**config.mk**
```make
export PLATFORM = sky130hd
export DESIGN_NAME = midpoint_ellipse_rasterizer_top
export DESIGN_NICKNAME = d
export VERILOG_FILES = /design/src/mer_pkg.sv /design/src/midpoint_ellipse_rasterizer_top.sv /design/src/mer_ctrl.sv /design/src/mer_datapath.sv
export SDC_FILE = /design/constraint.sdc
export NUM_CORES = 2
export LEC_CHECK = 0
export BUFFER_PORTS_ARGS = -buffer_cell sky130_fd_sc_hd__buf_2
export CORE_ASPECT_RATIO = 0.75
export CORE_MARGIN = 10
export CORE_UTILIZATION = 60
export CTS_CLUSTER_SIZE = 28
export DETAILED_ROUTE_END_ITERATION = 16
export PLACE_DENSITY = 0.8
export SYNTH_ARGS = -nofsm -noshare
export SYNTH_HDL_FRONTEND = slang
export SYNTH_SLANG_ARGS = --single-unit
```
**constraint.sdc**
```tcl
create_clock -name clk_i -period 10.2 [get_ports clk_i]
set_clock_uncertainty 0.15 [all_clocks]
set_input_delay 2.04 -clock clk_i [delete_from_list [all_inputs] [get_ports clk_i]]
set_output_delay 2.04 -clock clk_i [all_outputs]
set_load 0.1 [all_outputs]
```
**src/mer_pkg.sv**
```systemverilog
// ----------------------------------------------------------------------------
// Midpoint ellipse rasterizer package
// Shared constants, register indexes and the command and status types that
// pass between the controller and the datapath.
// ----------------------------------------------------------------------------
package mer_pkg;

  localparam int unsigned RADIUS_BITS_DEF = 10;
  localparam int unsigned COORD_BITS_DEF  = 12;

  // Configuration register indexes
  localparam int unsigned CFG_IDX_W = 2;
  localparam logic [CFG_IDX_W-1:0] CFG_CENTER_X = 2'd0;
  localparam logic [CFG_IDX_W-1:0] CFG_CENTER_Y = 2'd1;
  localparam logic [CFG_IDX_W-1:0] CFG_RADIUS_X = 2'd2;
  localparam logic [CFG_IDX_W-1:0] CFG_RADIUS_Y = 2'd3;

  localparam int unsigned RADIUS_X_RST = 5;
  localparam int unsigned RADIUS_Y_RST = 10;

  // Datapath micro-operations, one per clock cycle.
  typedef enum logic [4:0] {
    OP_NONE,
    OP_RS1, OP_RS2, OP_RS3, OP_RS4,
    OP_R1A, OP_R1B, OP_R1C,
    OP_RCA, OP_RCB, OP_RCC, OP_RCD, OP_RCE, OP_RCF,
    OP_R2A, OP_R2B, OP_R2C,
    OP_OUT
  } op_e;

  typedef struct packed {
    op_e  op;
    logic zero;  // with OP_OUT: result carries no points
  } cmd_t;

  typedef struct packed {
    logic finished;
    logic region_two;
    logic slope_neg;
  } status_t;

endpackage

```
**src/midpoint_ellipse_rasterizer_top.sv**
```systemverilog
// ----------------------------------------------------------------------------
// Midpoint ellipse rasterizer
// Walks the first quadrant of an axis-aligned ellipse and emits the four
// mirror points of each step around the configured centre.
// ----------------------------------------------------------------------------
// One input transaction is handled at a time, and each yields exactly one
// result. A step in region one or region two, a restart, the step that
// crosses into region two and a tick after the walk has ended each run their
// own sequence of micro-operations. The single shared multiplier produces
// one registered product per cycle and is used two to seven times per step.
// A finished result waits in the output register while the next transaction
// is already being worked on. Radii are squared and latched at a restart;
// the centre is applied to every step.
module midpoint_ellipse_rasterizer_top #(
  parameter int unsigned RADIUS_BITS = mer_pkg::RADIUS_BITS_DEF,
  parameter int unsigned COORD_BITS  = mer_pkg::COORD_BITS_DEF
) (
  input  logic                                    clk_i,
  input  logic                                    rst_ni,
  // Configuration write port
  input  logic                                    cfg_we_i,
  input  logic [mer_pkg::CFG_IDX_W-1:0]           cfg_idx_i,
  input  logic [((RADIUS_BITS > COORD_BITS) ? RADIUS_BITS : COORD_BITS)-1:0] cfg_data_i,
  // Input stream
  input  logic                                    s_axis_tvalid,
  output logic                                    s_axis_tready,
  input  logic [7:0]                              s_axis_tdata,  // restart
  // Output stream
  output logic                                    m_axis_tvalid,
  input  logic                                    m_axis_tready,
  // pt0_x, pt0_y, pt1_x, pt1_y, pt2_x, pt2_y, pt3_x, pt3_y
  output logic [8*(COORD_BITS+1)-1:0]             m_axis_tdata,
  output logic                                    m_axis_tlast,  // last
  output logic                                    m_axis_tuser   // valid_res
);

  localparam int unsigned CFG_W   = (RADIUS_BITS > COORD_BITS) ? RADIUS_BITS : COORD_BITS;
  localparam int unsigned TDATA_W = 8 * (COORD_BITS + 1);

  mer_pkg::cmd_t    cmd;
  mer_pkg::status_t status;

  mer_ctrl u_ctrl (
    .clk_i        (clk_i),
    .rst_ni       (rst_ni),
    .in_valid_i   (s_axis_tvalid),
    .in_restart_i (s_axis_tdata[0]),
    .in_ready_o   (s_axis_tready),
    .out_valid_o  (m_axis_tvalid),
    .out_ready_i  (m_axis_tready),
    .status_i     (status),
    .cmd_o        (cmd)
  );

  mer_datapath #(
    .RADIUS_BITS (RADIUS_BITS),
    .COORD_BITS  (COORD_BITS),
    .CFG_W       (CFG_W),
    .TDATA_W     (TDATA_W)
  ) u_datapath (
    .clk_i       (clk_i),
    .rst_ni      (rst_ni),
    .cfg_we_i    (cfg_we_i),
    .cfg_idx_i   (cfg_idx_i),
    .cfg_data_i  (cfg_data_i),
    .cmd_i       (cmd),
    .status_o    (status),
    .out_tdata_o (m_axis_tdata),
    .out_last_o  (m_axis_tlast),
    .out_user_o  (m_axis_tuser)
  );

endmodule

```
**src/mer_ctrl.sv**
```systemverilog
// ----------------------------------------------------------------------------
// Midpoint ellipse rasterizer controller
// Sequences the datapath micro-operations for one input transaction and owns
// the handshake on both stream interfaces.
// ----------------------------------------------------------------------------
module mer_ctrl (
  input  logic             clk_i,
  input  logic             rst_ni,
  input  logic             in_valid_i,
  input  logic             in_restart_i,
  output logic             in_ready_o,
  output logic             out_valid_o,
  input  logic             out_ready_i,
  input  mer_pkg::status_t status_i,
  output mer_pkg::cmd_t    cmd_o
);

  typedef enum logic [4:0] {
    ST_IDLE,
    ST_RS1, ST_RS2, ST_RS3, ST_RS4,
    ST_R1A, ST_R1B, ST_R1C,
    ST_RCA, ST_RCB, ST_RCC, ST_RCD, ST_RCE, ST_RCF,
    ST_R2A, ST_R2B, ST_R2C,
    ST_OUT
  } state_e;

  state_e state_q, state_d;
  logic   zero_q, zero_d;
  logic   out_valid_q, out_valid_d;
  logic   out_free;

  assign out_free    = !out_valid_q || out_ready_i;
  assign in_ready_o  = (state_q == ST_IDLE);
  assign out_valid_o = out_valid_q;

  always_comb begin
    state_d     = state_q;
    zero_d      = zero_q;
    out_valid_d = out_valid_q && !out_ready_i;
    cmd_o.op    = mer_pkg::OP_NONE;
    cmd_o.zero  = zero_q;
    case (state_q)
      ST_IDLE: begin
        if (in_valid_i) begin
          zero_d = 1'b0;
          if (in_restart_i) begin
            state_d = ST_RS1;
          end else if (status_i.finished) begin
            zero_d  = 1'b1;
            state_d = ST_OUT;
          end else if (status_i.region_two) begin
            state_d = ST_R2A;
          end else if (status_i.slope_neg) begin
            state_d = ST_R1A;
          end else begin
            state_d = ST_RCA;
          end
        end
      end
      ST_RS1: begin cmd_o.op = mer_pkg::OP_RS1; state_d = ST_RS2; end
      ST_RS2: begin cmd_o.op = mer_pkg::OP_RS2; state_d = ST_RS3; end
      ST_RS3: begin cmd_o.op = mer_pkg::OP_RS3; state_d = ST_RS4; end
      ST_RS4: begin cmd_o.op = mer_pkg::OP_RS4; state_d = ST_OUT; end
      ST_R1A: begin cmd_o.op = mer_pkg::OP_R1A; state_d = ST_R1B; end
      ST_R1B: begin cmd_o.op = mer_pkg::OP_R1B; state_d = ST_R1C; end
      ST_R1C: begin cmd_o.op = mer_pkg::OP_R1C; state_d = ST_OUT; end
      ST_RCA: begin cmd_o.op = mer_pkg::OP_RCA; state_d = ST_RCB; end
      ST_RCB: begin cmd_o.op = mer_pkg::OP_RCB; state_d = ST_RCC; end
      ST_RCC: begin cmd_o.op = mer_pkg::OP_RCC; state_d = ST_RCD; end
      ST_RCD: begin cmd_o.op = mer_pkg::OP_RCD; state_d = ST_RCE; end
      ST_RCE: begin cmd_o.op = mer_pkg::OP_RCE; state_d = ST_RCF; end
      ST_RCF: begin cmd_o.op = mer_pkg::OP_RCF; state_d = ST_R2A; end
      ST_R2A: begin cmd_o.op = mer_pkg::OP_R2A; state_d = ST_R2B; end
      ST_R2B: begin cmd_o.op = mer_pkg::OP_R2B; state_d = ST_R2C; end
      ST_R2C: begin cmd_o.op = mer_pkg::OP_R2C; state_d = ST_OUT; end
      ST_OUT: begin
        // The result register is loaded only once the previous result has gone.
        if (out_free) begin
          cmd_o.op    = mer_pkg::OP_OUT;
          out_valid_d = 1'b1;
          state_d     = ST_IDLE;
        end
      end
      default: state_d = ST_IDLE;
    endcase
  end

  always_ff @(posedge clk_i or negedge rst_ni) begin
    if (!rst_ni) begin
      state_q     <= ST_IDLE;
      zero_q      <= 1'b0;
      out_valid_q <= 1'b0;
    end else begin
      state_q     <= state_d;
      zero_q      <= zero_d;
      out_valid_q <= out_valid_d;
    end
  end

endmodule

```
**src/mer_datapath.sv**
```systemverilog
// ----------------------------------------------------------------------------
// Midpoint ellipse rasterizer datapath
// Configuration registers, walk state, one shared multiplier with a registered
// product, the decision and slope adders and the result register.
// ----------------------------------------------------------------------------
module mer_datapath #(
  parameter int unsigned RADIUS_BITS = mer_pkg::RADIUS_BITS_DEF,
  parameter int unsigned COORD_BITS  = mer_pkg::COORD_BITS_DEF,
  parameter int unsigned CFG_W       = (RADIUS_BITS > COORD_BITS) ? RADIUS_BITS : COORD_BITS,
  parameter int unsigned TDATA_W     = 8 * (COORD_BITS + 1)
) (
  input  logic                           clk_i,
  input  logic                           rst_ni,
  input  logic                           cfg_we_i,
  input  logic [mer_pkg::CFG_IDX_W-1:0]  cfg_idx_i,
  input  logic [CFG_W-1:0]               cfg_data_i,
  input  mer_pkg::cmd_t                  cmd_i,
  output mer_pkg::status_t               status_o,
  output logic [TDATA_W-1:0]             out_tdata_o,
  output logic                           out_last_o,
  output logic                           out_user_o
);

  localparam int unsigned R       = RADIUS_BITS;
  localparam int unsigned C       = COORD_BITS;
  localparam int unsigned SQ_W    = 2 * R;
  localparam int unsigned MA_W    = 2 * R;
  localparam int unsigned MB_W    = 2 * R + 2;
  localparam int unsigned PROD_W  = MA_W + MB_W;
  localparam int unsigned DEC_W   = 4 * R + 8;
  localparam int unsigned SLOPE_W = 3 * R + 4;
  localparam int unsigned PT_W    = C + 1;
  localparam int unsigned EXT_W   = ((R > C) ? R : C) + 2;
  localparam logic [R-1:0] ONE_R  = 1;

  // Configuration
  logic [C-1:0] cx_q, cy_q;
  logic [R-1:0] rx_q, ry_q;

  // Walk state
  logic               finished_q, finished_d;
  logic               region_two_q, region_two_d;
  logic [R-1:0]       ox_q, ox_d, oy_q, oy_d;
  logic [SQ_W-1:0]    a2_q, a2_d, b2_q, b2_d;
  logic [DEC_W-1:0]   dec_q, dec_d, acc_q, acc_d;
  logic [SLOPE_W-1:0] slope_q, slope_d;
  logic [PROD_W-1:0]  prod_q, prod_d;

  // Result register
  logic [TDATA_W-1:0] tdata_q, tdata_d;
  logic               last_q, last_d, user_q, user_d;

  logic [MA_W-1:0]    mul_a;
  logic [MB_W-1:0]    mul_b;
  logic [R:0]         t_val;
  logic [R-1:0]       u_val;
  logic [DEC_W-1:0]   p_x, a2_x, b2_x;
  logic [SLOPE_W-1:0] a2_s, b2_s;
  logic               dec_neg, dec_pos;
  logic [EXT_W-1:0]   cx_e, cy_e, ox_e, oy_e;
  logic [PT_W-1:0]    xp, xm, yp, ym;

  assign t_val   = {ox_q, 1'b1};
  assign u_val   = oy_q - ONE_R;
  assign p_x     = {{(DEC_W - PROD_W){1'b0}}, prod_q};
  assign a2_x    = {{(DEC_W - SQ_W){1'b0}}, a2_q};
  assign b2_x    = {{(DEC_W - SQ_W){1'b0}}, b2_q};
  assign a2_s    = {{(SLOPE_W - SQ_W){1'b0}}, a2_q};
  assign b2_s    = {{(SLOPE_W - SQ_W){1'b0}}, b2_q};
  assign dec_neg = dec_q[DEC_W-1];
  assign dec_pos = !dec_neg && (dec_q != '0);

  assign status_o.finished   = finished_q;
  assign status_o.region_two = region_two_q;
  assign status_o.slope_neg  = slope_q[SLOPE_W-1];

  // Mirror points, wrapped to the output width.
  assign cx_e = {{(EXT_W - C){cx_q[C-1]}}, cx_q};
  assign cy_e = {{(EXT_W - C){cy_q[C-1]}}, cy_q};
  assign ox_e = {{(EXT_W - R){1'b0}}, ox_q};
  assign oy_e = {{(EXT_W - R){1'b0}}, oy_q};
  always_comb begin
    logic [EXT_W-1:0] s_xp, s_xm, s_yp, s_ym;
    s_xp = cx_e + ox_e;
    s_xm = cx_e - ox_e;
    s_yp = cy_e + oy_e;
    s_ym = cy_e - oy_e;
    xp   = s_xp[PT_W-1:0];
    xm   = s_xm[PT_W-1:0];
    yp   = s_yp[PT_W-1:0];
    ym   = s_ym[PT_W-1:0];
  end

  // Operand selection for the shared multiplier
  always_comb begin
    mul_a = '0;
    mul_b = '0;
    case (cmd_i.op)
      mer_pkg::OP_RS1: begin
        mul_a = {{(MA_W - R){1'b0}}, rx_q};
        mul_b = {{(MB_W - R){1'b0}}, rx_q};
      end
      mer_pkg::OP_RS2: begin
        mul_a = {{(MA_W - R){1'b0}}, oy_q};
        mul_b = {{(MB_W - R){1'b0}}, oy_q};
      end
      mer_pkg::OP_RS3, mer_pkg::OP_R1B, mer_pkg::OP_R2A: begin
        mul_a = a2_q;
        mul_b = {{(MB_W - R){1'b0}}, oy_q};
      end
      mer_pkg::OP_R1A, mer_pkg::OP_R2B: begin
        mul_a = b2_q;
        mul_b = {{(MB_W - R){1'b0}}, ox_q};
      end
      mer_pkg::OP_RCA: begin
        mul_a = {{(MA_W - R - 1){1'b0}}, t_val};
        mul_b = {{(MB_W - R - 1){1'b0}}, t_val};
      end
      mer_pkg::OP_RCB: begin
        mul_a = b2_q;
        mul_b = prod_q[MB_W-1:0];
      end
      mer_pkg::OP_RCC: begin
        mul_a = {{(MA_W - R){1'b0}}, u_val};
        mul_b = {{(MB_W - R){1'b0}}, u_val};
      end
      mer_pkg::OP_RCD: begin
        mul_a = a2_q;
        mul_b = prod_q[MB_W-1:0];
      end
      mer_pkg::OP_RCE: begin
        mul_a = a2_q;
        mul_b = {2'b00, b2_q};
      end
      default: ;
    endcase
  end

  assign prod_d = mul_a * mul_b;

  // Decision, slope and offset updates. The decision is kept at four times
  // its real value; all arithmetic wraps and only its top bit and whether it is zero are tested.
  always_comb begin
    finished_d   = finished_q;
    region_two_d = region_two_q;
    ox_d         = ox_q;
    oy_d         = oy_q;
    a2_d         = a2_q;
    b2_d         = b2_q;
    dec_d        = dec_q;
    acc_d        = acc_q;
    slope_d      = slope_q;
    tdata_d      = tdata_q;
    last_d       = last_q;
    user_d       = user_q;
    case (cmd_i.op)
      mer_pkg::OP_RS1: begin
        ox_d         = '0;
        oy_d         = ry_q;
        region_two_d = 1'b0;
      end
      mer_pkg::OP_RS2: a2_d = prod_q[SQ_W-1:0];
      mer_pkg::OP_RS3: b2_d = prod_q[SQ_W-1:0];
      mer_pkg::OP_RS4: begin
        slope_d = '0 - prod_q[SLOPE_W-1:0];
        dec_d   = (b2_x << 2) - (p_x << 2) + a2_x;
      end
      mer_pkg::OP_R1A: acc_d = (b2_x << 3) + (b2_x << 2) + (dec_neg ? '0 : (a2_x << 3));
      mer_pkg::OP_R1B: acc_d = acc_q + (p_x << 3);
      mer_pkg::OP_R1C: begin
        dec_d   = dec_q + acc_q - (dec_neg ? '0 : (p_x << 3));
        slope_d = slope_q + b2_s + (dec_neg ? '0 : a2_s);
        ox_d    = ox_q + ONE_R;
        if (!dec_neg) begin
          oy_d = oy_q - ONE_R;
        end
      end
      mer_pkg::OP_RCC: acc_d = p_x;
      mer_pkg::OP_RCE: acc_d = acc_q + (p_x << 2);
      mer_pkg::OP_RCF: begin
        dec_d        = acc_q - (p_x << 2);
        region_two_d = 1'b1;
      end
      mer_pkg::OP_R2A: acc_d = (a2_x << 3) + (a2_x << 2) + (dec_pos ? '0 : (b2_x << 3));
      mer_pkg::OP_R2B: acc_d = acc_q - (p_x << 3);
      mer_pkg::OP_R2C: begin
        dec_d = dec_q + acc_q + (dec_pos ? '0 : (p_x << 3));
        oy_d  = oy_q - ONE_R;
        if (!dec_pos) begin
          ox_d = ox_q + ONE_R;
        end
      end
      mer_pkg::OP_OUT: begin
        if (cmd_i.zero) begin
          tdata_d = '0;
          last_d  = 1'b0;
          user_d  = 1'b0;
        end else begin
          tdata_d    = {ym, xm, ym, xp, yp, xm, yp, xp};
          last_d     = (oy_q == '0);
          user_d     = 1'b1;
          finished_d = (oy_q == '0);
        end
      end
      default: ;
    endcase
  end

  always_ff @(posedge clk_i or negedge rst_ni) begin
    if (!rst_ni) begin
      cx_q         <= '0;
      cy_q         <= '0;
      rx_q         <= RADIUS_BITS'(mer_pkg::RADIUS_X_RST);
      ry_q         <= RADIUS_BITS'(mer_pkg::RADIUS_Y_RST);
      finished_q   <= 1'b1;
      region_two_q <= 1'b0;
    end else begin
      finished_q   <= finished_d;
      region_two_q <= region_two_d;
      if (cfg_we_i) begin
        case (cfg_idx_i)
          mer_pkg::CFG_CENTER_X: cx_q <= cfg_data_i[C-1:0];
          mer_pkg::CFG_CENTER_Y: cy_q <= cfg_data_i[C-1:0];
          mer_pkg::CFG_RADIUS_X: rx_q <= cfg_data_i[R-1:0];
          mer_pkg::CFG_RADIUS_Y: ry_q <= cfg_data_i[R-1:0];
          default: ;
        endcase
      end
    end
  end

  always_ff @(posedge clk_i) begin
    ox_q    <= ox_d;
    oy_q    <= oy_d;
    a2_q    <= a2_d;
    b2_q    <= b2_d;
    dec_q   <= dec_d;
    acc_q   <= acc_d;
    slope_q <= slope_d;
    prod_q  <= prod_d;
    tdata_q <= tdata_d;
    last_q  <= last_d;
    user_q  <= user_d;
  end

  assign out_tdata_o = tdata_q;
  assign out_last_o  = last_q;
  assign out_user_o  = user_q;

endmodule

```
==> impl_metrics.tcl <==
set metrics [dict create \
    hold_violations 0 \
    synth_edf_count 242 \
    synth_seq_cells 337 \
    hold_buffers 0 \
    syn_nets 7081 \
    synth_top_area_cell "fa_1" \
    numPlacedInstances 7205 \
    ys.flop_type "edfxtp_1" \
    ctsHtreeMaxLevel 2 \
    fin_hold_ws_ns 0.349 \
    portBuffers 127 \
    critPathSlowestCell "fa_1" \
    cts_root_buf "clkbuf_16" \
    num_rows 92 \
    worst_slew_pin_slew_ns 1.49 \
    path_max_fanout 27 \
    areaGrowthSynthToFinish_pct 6.73 \
    synth_top_area_share_pct 15.4 \
    wire_per_inst_um 24.4 \
    cp.required_ns 10.55 \
    synthCells 6107 \
    max_stage_delay_ns 0.58 \
    startpoint_type "register" \
    async_flop_share_pct 15.7 \
    antenna_found_initial 2 \
    post-route-drc-count 0 \
    cts.path.max_buffers 3 \
    cts_tree "yes" \
    drtIter0Drc 6764 \
    cts_sinks 337 \
    overflow 0 \
    maxCapViolations 1 \
    synth_area_sq_mm 0.0511 \
    initial_utilization_pct 60.6 \
    grt_pass1_vias 45053 \
    via_per_inst 6.49 \
    crit_type "register to register" \
    path_common_cell "fa_1" \
    clkLatencyLatePin_ns 0.63 \
    nFillCells 7099 \
    gp_congestion 1.04 \
    synth_warnings 0 \
    vias 47273 \
    io_pins 135 \
    violations "capacitance limit" \
    grt_max_degree 54 \
    fin_cells 7287 \
    place_area_sq_mm 0.0530 \
    min_period_over_period_pct 96.3 \
    yosysMostFrequentCell "inv_1" \
    drive_above_1_share_pct 7.84 \
    end_kind "register" \
    gr-usage-all-layers_pct 35.5 \
    wirelength_mm 178 \
    multi_input_area_sq_mm 0.0381 \
    slew_violations 0 \
    min_period_ns 9.82 \
    arrival_ns 10.17 \
    setup_viol 0 \
    numCtsBuffers 41 \
    drt.antenna.violating_nets 0 \
    hold_path_class "register to register" \
    die_area_sq_mm 0.0973 \
    drt_first_pass_iters 10 \
    chipHeight_um 273 \
    clkTransAtPathRegs_ns 0.07 \
    syn_area_per_cell_sq_um 8.36 \
    place_ws_ns 0.167 \
    die_w_um 357 \
    synth_cell_types 92 \
    place_hpwl_mm 143 \
    synth_top_cells_by_count "inv_1 (617), nor2_1 (605), nand2_1 (563), ha_1 (555), a21oi_1 (438)" \
    status "complete, but fails checks" \
    synth_area_leaders "fa_1 (15%), edfxtp_1 (14%), ha_1 (14%)" \
    grt_pass1_wl_mm 269 \
    nNetsFinal 7099 \
    relSlewSlack_pct 0.142 \
    core-area_sq_mm 0.0843 \
    regArea_sq_mm 0.00944 \
    setup_ws_ns 0.379 \
    max_clock_freq_mhz 102 \
    stdcell_area_sq_mm 0.0545 \
    ys_seq_area_share_pct 18.5 \
]
layout make-up:
| cell class | count | area share [%] |
|---|---|---|
| sequential | 337 | 17.3 |
| tap | 1128 | 2.59 |
| clock inverter | 20 | 0.381 |
| inverter | 621 | 4.28 |
| multi-input combinational | 4838 | 69.9 |
| clock buffer | 56 | 2.19 |
| timing repair buffer | 286 | 3.39 |
| antenna | 1 | 0.00459 |
metrics by stage:
| step | TNS (ns) | util [%] |
|---|---|---|
| after floorplan | 0 | - |
| after global placement | 0 | 62.9 |
| after detailed placement | 0 | 62.9 |
| after CTS | 0 | 64.6 |
| after global routing | -0.0151 | 64.7 |
| final | 0 | 64.7 |
layout by cell type, fill, tap and decap left out, types with 73 or more instances in the layout:
cell | synthesis | final
a21o_1 | 164 | 164
a21oi_1 | 438 | 437
a22oi_1 | 78 | 78
buf_2 | 1 | 127
buf_4 | 56 | 157
edfxtp_1 | 242 | 242
fa_1 | 392 | 392
ha_1 | 555 | 555
inv_1 | 617 | 617
nand2_1 | 563 | 561
nand2b_1 | 79 | 79
nand3_1 | 87 | 85
nor2_1 | 605 | 596
nor2b_1 | 76 | 75
nor3_1 | 91 | 88
o21ai_0 | 322 | 320
o21bai_1 | 73 | 73
xnor2_1 | 388 | 388
xor2_1 | 129 | 129
registers in the layout, indices dropped and copies added (netlist names):
signal,flops
u_datapath.acc_q,48
u_datapath.out_tdata_o,50
u_datapath.cx_q,12
u_datapath.oy_q,10
u_datapath.out_last_o,1
u_datapath.a2_q,20
u_datapath.finished_q,1
u_datapath.slope_q,34
u_datapath.b2_q,20
u_datapath.ry_q,10
u_datapath.ox_q,10
u_datapath.dec_q,48
u_ctrl.out_valid_o,1
u_datapath.prod_q,42
u_datapath.rx_q,10
u_datapath.cy_q,12
u_datapath.region_two_q,1
u_ctrl.state_q,5
u_ctrl.zero_q,1
u_datapath.out_user_o,1
path summary, 6_finish.rpt:
| kind | start | to | slack (ns) | cells past startpoint |
|---|---|---|---|---|
| max | u_ctrl.state_q[2] | u_datapath.prod_q[41] | 0.38 | 34 |
| min reg2reg | u_datapath.finished_q | u_datapath.finished_q | 0.35 | 2 |
| max reg2reg | u_ctrl.state_q[2] | u_datapath.prod_q[41] | 0.38 | 34 |
| min | u_datapath.finished_q | u_datapath.finished_q | 0.35 | 2 |
| min in group asynchronous | rst_ni | u_ctrl.out_valid_o | 1.40 | 2 |
| max in group asynchronous | rst_ni | u_datapath.rx_q[4] | 7.99 | 2 |
logic make-up (layout without fill, tap and decap cells):
kind of cell / after synthesis / in the layout / synth area share [%]
mux: 52 / 52 / 1.13
simple gates: 1810 / 1810 / 16.3
other cells: 0 / 1 / 0
xor+xnor: 517 / 517 / 8.87
flops: 337 / 337 / 18.5
buf+inv: 932 / 983 / 7.30
fa+ha+maj: 947 / 947 / 29.0
compound gates: 1512 / 1512 / 19.0
per-layer routing:
layer  part of all wire, %  vias up  track usage, %
met1                    41    22605            50.5
met4                   3.6        2            10.3
met5                0.0068        -               0
met2                    39     3142            48.8
met3                    17      430            14.1
li1                      -    21094               -
critical path: cells and delay by family, from the launching register on:
family          cells  cell delay (ns)
flops               1             0.47
simple gates        6             1.27
buf+inv             8             1.18
xor+xnor            1             0.12
compound gates     11             2.52
fa+ha+maj           8             3.94
what timing repair did:
action	in CTS	in global routing
gates resized for setup	0	18
setup endpoints to repair	0	8
buffers inserted	0	5
Power is left out: the tool's default activity adds up to more than one toggle a clock period on the data nets, which glitch-free logic cannot reach.
